### config.mk
export PLATFORM = sky130hd
export DESIGN_NAME = double_remainder_unit
export DESIGN_NICKNAME = d
export VERILOG_FILES = /design/src/rtl/core/drem_pkg.sv /design/src/rtl/core/double_remainder_unit.sv
export SDC_FILE = /design/constraint.sdc
export NUM_CORES = 1
export LEC_CHECK = 0
export ABC_CLOCK_PERIOD_IN_PS = 6300
export BUFFER_PORTS_ARGS = -buffer_cell sky130_fd_sc_hd__clkbuf_2
export CAP_MARGIN = 30
export CORE_MARGIN = 2
export CORE_UTILIZATION = 45
export DETAILED_ROUTE_END_ITERATION = 7
export PLACE_DENSITY_LB_ADDON = 0.15
export SETUP_SLACK_MARGIN = 0.5
export SYNTH_ARGS = -nofsm -noshare
export SYNTH_HDL_FRONTEND = slang
export SYNTH_SLANG_ARGS = --single-unit
### constraint.sdc
create_clock -name aclk -period 6.3 [get_ports aclk]
set_input_delay 0.315 -clock aclk [delete_from_list [all_inputs] [get_ports aclk]]
set_output_delay 0.315 -clock aclk [all_outputs]
set_load 0.1 [all_outputs]
### src/rtl/core/drem_pkg.sv
// Package for the double remainder unit: word types and constants.
package drem_pkg;

    localparam logic [63:0] QNAN_BITS  = 64'h7ff8000000000000;
    localparam logic [63:0] INF_BITS   = 64'h7ff0000000000000;

    typedef struct packed {
        logic        action;
        logic [63:0] dividend;
        logic [63:0] divisor;
    } drem_in_t;

    typedef struct packed {
        logic [63:0] result;
        logic        invalid;
    } drem_out_t;

endpackage

### src/rtl/core/double_remainder_unit.sv
// Double remainder unit: fmod and IEEE remainder on binary64 words.
//
// Channel  Dir  Handshake           Word
// s_       in   s_valid / s_ready   drem_pkg::drem_in_t  (action, dividend, divisor)
// m_       out  m_valid / m_ready   drem_pkg::drem_out_t (result, invalid)
//
// One word at a time. Special operands skip the datapath: accept, then straight to m_valid.
// Otherwise normalisation of subnormals (one shift a cycle, up to 52 shifts, then a decision
// step), then one quotient bit per cycle over the exponent difference (up to 2097,
// plus a final step), a rounding step, then packing (up to 52 shifts plus a final step).
// The shared 54-bit subtract/shift datapath sets the rate.
// aresetn is synchronous, active low; m_valid holds until m_ready.
module double_remainder_unit (
    input  logic                aclk,
    input  logic                aresetn,
    input  logic                s_valid,
    output logic                s_ready,
    input  drem_pkg::drem_in_t  s_data,
    output logic                m_valid,
    input  logic                m_ready,
    output drem_pkg::drem_out_t m_data
);

    localparam logic [2:0] ST_IDLE = 3'd0;
    localparam logic [2:0] ST_NORM = 3'd1;
    localparam logic [2:0] ST_DIV  = 3'd2;
    localparam logic [2:0] ST_RND  = 3'd3;
    localparam logic [2:0] ST_PACK = 3'd4;
    localparam logic [2:0] ST_OUT  = 3'd5;

    logic [2:0]  state_reg, state_next;
    logic        near_reg, near_next;
    logic        sx_reg, sx_next;
    logic        flip_reg, flip_next;
    logic        qodd_reg, qodd_next;
    logic [53:0] mx_reg, mx_next;
    logic [53:0] my_reg, my_next;
    logic signed [12:0] ex_reg, ex_next;
    logic signed [12:0] ey_reg, ey_next;
    drem_pkg::drem_out_t out_reg, out_next;

    logic [62:0] ax, ay;
    logic [54:0] twice;
    logic [53:0] diff;
    logic        ge;

    assign ax    = s_data.dividend[62:0];
    assign ay    = s_data.divisor[62:0];
    assign ge    = mx_reg >= my_reg;
    assign diff  = ge ? (mx_reg - my_reg) : mx_reg;
    assign twice = {mx_reg, 1'b0};

    assign s_ready = (state_reg == ST_IDLE);
    assign m_valid = (state_reg == ST_OUT);
    assign m_data  = out_reg;

    always_comb begin
        state_next = state_reg;
        near_next  = near_reg;
        sx_next    = sx_reg;
        flip_next  = flip_reg;
        qodd_next  = qodd_reg;
        mx_next    = mx_reg;
        my_next    = my_reg;
        ex_next    = ex_reg;
        ey_next    = ey_reg;
        out_next   = out_reg;
        unique case (state_reg)
            ST_IDLE: begin
                if (s_valid) begin
                    near_next = s_data.action;
                    sx_next   = s_data.dividend[63];
                    flip_next = 1'b0;
                    qodd_next = 1'b0;
                    mx_next   = {1'b0, (ax[62:52] != 11'd0), ax[51:0]};
                    my_next   = {1'b0, (ay[62:52] != 11'd0), ay[51:0]};
                    ex_next   = (ax[62:52] == 11'd0) ? 13'sd1 : $signed({2'b00, ax[62:52]});
                    ey_next   = (ay[62:52] == 11'd0) ? 13'sd1 : $signed({2'b00, ay[62:52]});
                    if (ax >= drem_pkg::INF_BITS[62:0] || ay > drem_pkg::INF_BITS[62:0]
                        || ay == 63'd0) begin
                        out_next   = '{result: drem_pkg::QNAN_BITS, invalid: 1'b1};
                        state_next = ST_OUT;
                    end else if (ay == drem_pkg::INF_BITS[62:0] || ax == 63'd0) begin
                        out_next   = '{result: s_data.dividend, invalid: 1'b0};
                        state_next = ST_OUT;
                    end else begin
                        out_next   = '{result: s_data.dividend, invalid: 1'b0};
                        state_next = ST_NORM;
                    end
                end
            end
            ST_NORM: begin
                if (!mx_reg[52]) begin
                    mx_next = {mx_reg[52:0], 1'b0};
                    ex_next = ex_reg - 13'sd1;
                end
                if (!my_reg[52]) begin
                    my_next = {my_reg[52:0], 1'b0};
                    ey_next = ey_reg - 13'sd1;
                end
                if (mx_reg[52] && my_reg[52]) begin
                    if (ex_reg < ey_reg) begin
                        if (!near_reg || (ey_reg - ex_reg) >= 13'sd2) begin
                            state_next = ST_OUT;
                        end else begin
                            my_next    = {my_reg[52:0], 1'b0};
                            ey_next    = ex_reg;
                            state_next = ST_RND;
                        end
                    end else begin
                        state_next = ST_DIV;
                    end
                end
            end
            ST_DIV: begin
                if (ex_reg > ey_reg) begin
                    mx_next = {diff[52:0], 1'b0};
                    ex_next = ex_reg - 13'sd1;
                end else begin
                    mx_next    = diff;
                    qodd_next  = ge;
                    state_next = ST_RND;
                end
            end
            ST_RND: begin
                if (near_reg && (twice > {1'b0, my_reg}
                        || (twice == {1'b0, my_reg} && qodd_reg))) begin
                    mx_next   = my_reg - mx_reg;
                    flip_next = 1'b1;
                end
                state_next = ST_PACK;
            end
            ST_PACK: begin
                if (mx_reg == 54'd0) begin
                    out_next   = '{result: {sx_reg, 63'd0}, invalid: 1'b0};
                    state_next = ST_OUT;
                end else if (!mx_reg[52] && ey_reg > 13'sd1) begin
                    mx_next = {mx_reg[52:0], 1'b0};
                    ey_next = ey_reg - 13'sd1;
                end else if (ey_reg < 13'sd1) begin
                    mx_next = {1'b0, mx_reg[53:1]};
                    ey_next = ey_reg + 13'sd1;
                end else begin
                    out_next.result[63] = sx_reg ^ flip_reg;
                    out_next.result[62:0] = mx_reg[52]
                        ? {ey_reg[10:0] - 11'd1, 52'd0} + {10'd0, mx_reg[52:0]}
                        : {10'd0, mx_reg[52:0]};
                    out_next.invalid = 1'b0;
                    state_next = ST_OUT;
                end
            end
            ST_OUT: begin
                if (m_ready) begin
                    state_next = ST_IDLE;
                end
            end
            default: begin
                state_next = ST_IDLE;
            end
        endcase
    end

    always_ff @(posedge aclk) begin
        if (!aresetn) begin
            state_reg <= ST_IDLE;
        end else begin
            state_reg <= state_next;
        end
        near_reg <= near_next;
        sx_reg   <= sx_next;
        flip_reg <= flip_next;
        qodd_reg <= qodd_next;
        mx_reg   <= mx_next;
        my_reg   <= my_next;
        ex_reg   <= ex_next;
        ey_reg   <= ey_next;
        out_reg  <= out_next;
    end

endmodule

==> results.toml, run 1 <==
[run_status]
status = "finished, final reports clean"

[cts]
clk_latency_ns = 0.60
clockBufferDepth = 3
numCtsBuffers = 28
root_buffer = "clkbuf_16"
cts.sinks = 206
clk_pin_slew_ns = 0.06
htreeDepth = 1
postCtsSetupBuffers = 0
cts_tree = "built"

[setup_path]
cp.buffers_inverters = 3
endpoint_kind = "register"
path_cells = "inv_1, ha_1, nand4_1, or4b_2, nor3_1, buf_2, nand3_1, a311oi_1, o21ai_0, a22oi_2, buf_4, nor2b_1"
critPathKind = "register to register"
crit_required_ns = 6.60
reg2reg_depth = 12
path_max_fanout = 26
critPathTopFamily = "simple AND/OR/NAND/NOR gates"
crit_slowest_cell = "or4b_2"
start_kind = "register"
cp.depth = 12
cp_slowest_stage_delay_ns = 0.76
cp.arrival_ns = 5.32

[global_routing]
grt-ovfl-total = 0
grt_start_max_net_pins = 86
grt_usage_pct = 38.3
grt_pass1_wl_um = 143000
antenna_found_initial = 4
grt_pass1_vias = 21700

[routing]
viasPerCell = 6.65
drtIter0Drc = 2667
first_pass_iters = 6
wl_per_cell_um = 28.7
finalWirelength_um = 98200
drc = 0
antenna_left = 0
vias = 22800

[timing]
max_freq_mhz = 199
tns_ns = 0
worst_hold_slack_ns = 0.0377
skew_ns = 0.0279
hold_viol_final = 0
slew_headroom_pct = 26.8
period_share_pct = 79.6
finalSetupViolCount = 0
layout_min_cycle_time_ns = 5.02
slew_viol_final = 0
rsz0062_at_grt = "false"
worst-slew-pin-transition_ns = 1.09
layout_setup_ws_ns = 1.28

[die]
die_h_um = 223
ios = 200
initial_core_util_pct = 45.5
dieArea_mm2 = 0.0499
row_count = 80
die_x_um = 223
core_area_mm2 = 0.0476

[yosys]
synth.top_cell.area_share_pct = 28.1
async_flop_share_pct = 0
synth_area_per_cell_um2 = 8.11
syn_inst = 2672
synthTopCellsByCount = "nand2_1 (274), a21oi_1 (236), edfxtp_1 (203), nor2_1 (198), ha_1 (179)"
synth.top_cells.by_area = "edfxtp_1 (28%), ha_1 (10%), a21oi_1 (5.5%), nand2_1 (4.7%), o21ai_0 (4.0%)"
yosysSeqAreaShare_pct = 28.4
syn_area_mm2 = 0.0217
yosys_warnings = 0
synth_flop_cell = "edfxtp_1"
ys_types = 95
syn_nets = 2987
synth_top_area_cell = "edfxtp_1"
ys_ff_latch = 206
synth_edf_count = 203
synth.most_common_cell = "nand2_1"

[min_path]
hold_path_class = "input port to register"
hold_depth = 3

[placed_design]
dp_hpwl_um = 76400
port_buffers = 198
place_ws_ns = 1.39
gp_congestion = 1.04

[finish]
areaGrowthSynthToFinish_pct = 11.5
drive_gt1_share_pct = 11.9
largest_reg_flops = 65
nets = 3101

[flow_run]
max-cap-violations = 0
repair_timing:
action / in CTS / in global routing
gates resized for setup: 0 / 0
endpoints found under the hold margin: 9 / 0
hold buffers: 7 / 0
routing by layer:
metal	share of wire, %	global-route usage, %	up-vias	wire length, µm
li1	-	-	10200	-
met5	0.059	0	-	58
met3	8.5	7.11	256	8360
met2	44	60.0	1162	43200
met1	42	51.0	11100	41300
met4	5.5	18.2	8	5390
cell families (layout without fill, tap and decap cells):
family                     count (synthesis)  after routing  share of synthesized area [%]
muxes                                     64             64                           2.96
and+or+nand+nor                          785            785                           16.9
DFF                                      206            206                           28.4
AOI/OAI and AO/OA                        953            953                           28.7
adders and majority gates                182            182                           10.6
buffers and inverters                    334            467                           6.43
other                                      0              2                              0
xor gates and xnor gates                 148            148                           5.98
worst register-to-register path, delay by kind of cell (launching register included):
| family | cells | cell delay, ns |
|---|---|---|
| simple gates | 5 | 1.60 |
| buf+inv | 3 | 1.02 |
| compound gates | 3 | 1.00 |
| flops | 1 | 0.72 |
| fa+ha+maj | 1 | 0.39 |
final cells by class:
class | count | area, µm²
antenna | 2 | 5.00
clock buffer | 33 | 719
clock inverter | 16 | 220
fill | 4710 | 23500
inverter | 166 | 623
multi-input combinational | 2132 | 14200
sequential | 206 | 6160
tap | 615 | 769
timing repair buffer | 252 | 1450
placed cells by master, fill, tap and decap left out, types with 8 or more instances in the layout:
master     netlist  routed
o21ai_0        175     175
o221ai_1        27      27
o211ai_1        12      12
o22a_1          31      31
clkbuf_2         0     199
a21oi_1        236     236
o22ai_1         74      74
inv_1          165     165
clkbuf_16        0      28
o21a_1          15      15
and3_1           9       9
or3_1           16      16
nor2_1         198     198
nand2_1        274     272
nand3_1         39      39
a221o_1         12      12
o31ai_1         15      14
buf_4           10      41
a21o_1          75      75
and2_1           8       8
a22oi_1         14      13
nand2b_1        15      15
a221oi_1        46      46
xor2_1          55      54
o21bai_1        29      29
nor2b_1         10      10
a211oi_1        20      19
nand4_1         69      69
edfxtp_1       203     203
a31oi_1         17      17
mux2i_1         63      63
xnor2_1         93      92
nor3_1          55      54
ha_1           179     179
nor4_1          59      59
o21ai_1         62      61
final timing paths:
path                 to  slack [ns]       start
min           my_reg[0]        0.04   s_data[0]
min reg2reg  m_data[64]        0.66      sx_reg
max reg2reg  mx_reg[53]        1.28  my_reg[52]
max          mx_reg[53]        1.28  my_reg[52]
metrics by stage:
step | util [%] | std cells | cell area, µm²
after global routing | 50.7 | 3421 | 24100
after CTS | 50.6 | 3418 | 24100
after floorplan | - | 2672 | 21700
after global placement | 48.5 | 3359 | 23100
after detailed placement | 48.5 | 3362 | 23100
final | 50.7 | 3422 | 24200
Power of run 1 is not shown: default switching activity piles up to over one toggle a cycle in this logic, so the estimate is an artifact.
==> inputs of run 2 (changes only) <==
--- a/config.mk
+++ b/config.mk
@@ -5,7 +5,7 @@
 export SDC_FILE = /design/constraint.sdc
 export NUM_CORES = 1
 export LEC_CHECK = 0
-export ABC_CLOCK_PERIOD_IN_PS = 6300
+export ABC_CLOCK_PERIOD_IN_PS = 4600
 export BUFFER_PORTS_ARGS = -buffer_cell sky130_fd_sc_hd__clkbuf_2
 export CAP_MARGIN = 30
 export CORE_MARGIN = 2
==> constraint.sdc (replaced) <==
create_clock -name aclk -period 4.6 [get_ports aclk]
set_input_delay 0.23 -clock aclk [delete_from_list [all_inputs] [get_ports aclk]]
set_output_delay 0.23 -clock aclk [all_outputs]
set_load 0.1 [all_outputs]
==> results.toml, run 2 (synthesized netlist as in run 1, its figures left out) <==
[timing]
skew_ns = 0.0253
slew_viol_final = 0
hold_viol_final = 0
rsz0062_at_grt = "true"
worst-slew-pin-transition_ns = 1.12
tns_ns = 0
max_freq_mhz = 249
slew_headroom_pct = 24.9
period_share_pct = 87.4
finalSetupViolCount = 0
layout_min_cycle_time_ns = 4.02

[cts]
cts_tree = "built"
htreeDepth = 1
numCtsBuffers = 28
clk_pin_slew_ns = 0.06
clockBufferDepth = 3
root_buffer = "clkbuf_16"
cts.sinks = 206
clk_latency_ns = 0.61

[global_routing]
grt_start_max_net_pins = 81
grt_usage_pct = 40.2
grt_pass1_wl_um = 150000
grt_pass1_vias = 22900
grt-ovfl-total = 0
antenna_found_initial = 0

[setup_path]
path_max_fanout = 10
critPathKind = "register to register"
endpoint_kind = "register"
critPathTopFamily = "compound AO/OA/AOI/OAI gates"
crit_slowest_cell = "o41ai_2"
start_kind = "register"
cp_slowest_stage_delay_ns = 0.59
path_cells = "ha_2, nand4_1, o22a_1, o211a_1, o21a_1, o41ai_2, nor2_1, o31a_1, o21ai_2, xnor2_1, o211ai_2"
cp.arrival_ns = 4.37
cp.buffers_inverters = 0
crit_required_ns = 4.95

[die]
die_h_um = 223
dieArea_mm2 = 0.0499
initial_core_util_pct = 45.5
row_count = 80
ios = 200
die_x_um = 223
core_area_mm2 = 0.0476

[finish]
final_common_cell = "nand2_1"
final_cell_mix = "nand2_1 (272), a21oi_1 (234), buf_4 (215), edfxtp_1 (203), clkbuf_2 (198)"
largest_reg_flops = 65
areaGrowthSynthToFinish_pct = 21.2
nets = 3338
drive_gt1_share_pct = 17.8

[routing]
wl_per_cell_um = 28.1
vias = 23900
finalWirelength_um = 103000
drtIter0Drc = 2833
drc = 0
antenna_left = 0
viasPerCell = 6.52
first_pass_iters = 6

[min_path]
hold_path_class = "input port to register"

[placed_design]
port_buffers = 198
dp_hpwl_um = 80400
gp_congestion = 1.03

[flow_run]
max-cap-violations = 0

[run_status]
status = "finished, final reports clean"
-- run 2: worst paths after layout --
check	from	slack (ns)	cells past startpoint	to
max	my_reg[4]	0.58	11	mx_reg[53]
max reg2reg	my_reg[4]	0.58	11	mx_reg[53]
min reg2reg	sx_reg	0.67	2	m_data[64]
min	s_data[6]	0.01	3	my_reg[6]
-- run 2: layer usage --
metal / GRT usage [%] / wire [µm]
met4: 21.9 / 6670
met1: 51.5 / 40300
met2: 63.5 / 45400
met3: 8.34 / 10400
met5: 0 / 0
-- run 2: worst register-to-register path, stage by stage, from the launching register on --
cell	delay (ns)
edfxtp_1	0.45
ha_2	0.50
nand4_1	0.17
o22a_1	0.26
o211a_1	0.30
o21a_1	0.32
o41ai_2	0.60
nor2_1	0.27
o31a_1	0.44
o21ai_2	0.18
xnor2_1	0.17
o211ai_2	0.11
-- run 2: area by class of cell --
cell class	count	area, µm²
Fill cell	4574	21400
Multi-Input combinational cell	2132	14400
Sequential cell	206	6160
Timing Repair Buffer	489	3450
Tap cell	615	769
Clock buffer	39	752
Inverter	166	623
Clock inverter	11	145
Antenna cell	3	7.51
-- run 2: what timing repair did --
item,in CTS,in global routing
buffers inserted,0,9
pin swaps,0,4
setup endpoints to repair,5,141
hold buffers,65,0
hold endpoints to repair,71,0
gates resized for setup,2,29
-- run 2: per-stage QoR --
| stage | area [µm²] | utilization, % | hold WS (ns) | cells | setup WS (ns) |
|---|---|---|---|---|---|
| after global routing | 26300 | 55.1 | 0.0137 | 3658 | 0.485 |
| after CTS | 26100 | 54.7 | 0.00572 | 3648 | 0.511 |
| after detailed placement | 24500 | 51.4 | 0.412 | 3533 | 0.442 |
| final | 26300 | 55.1 | 0.00997 | 3661 | 0.578 |
| after floorplan | 21700 | - | 0.329 | 2672 | 0.288 |
| after global placement | 24500 | 51.4 | 0.412 | 3532 | 0.498 |
Power of run 2 is left out for the same reason.
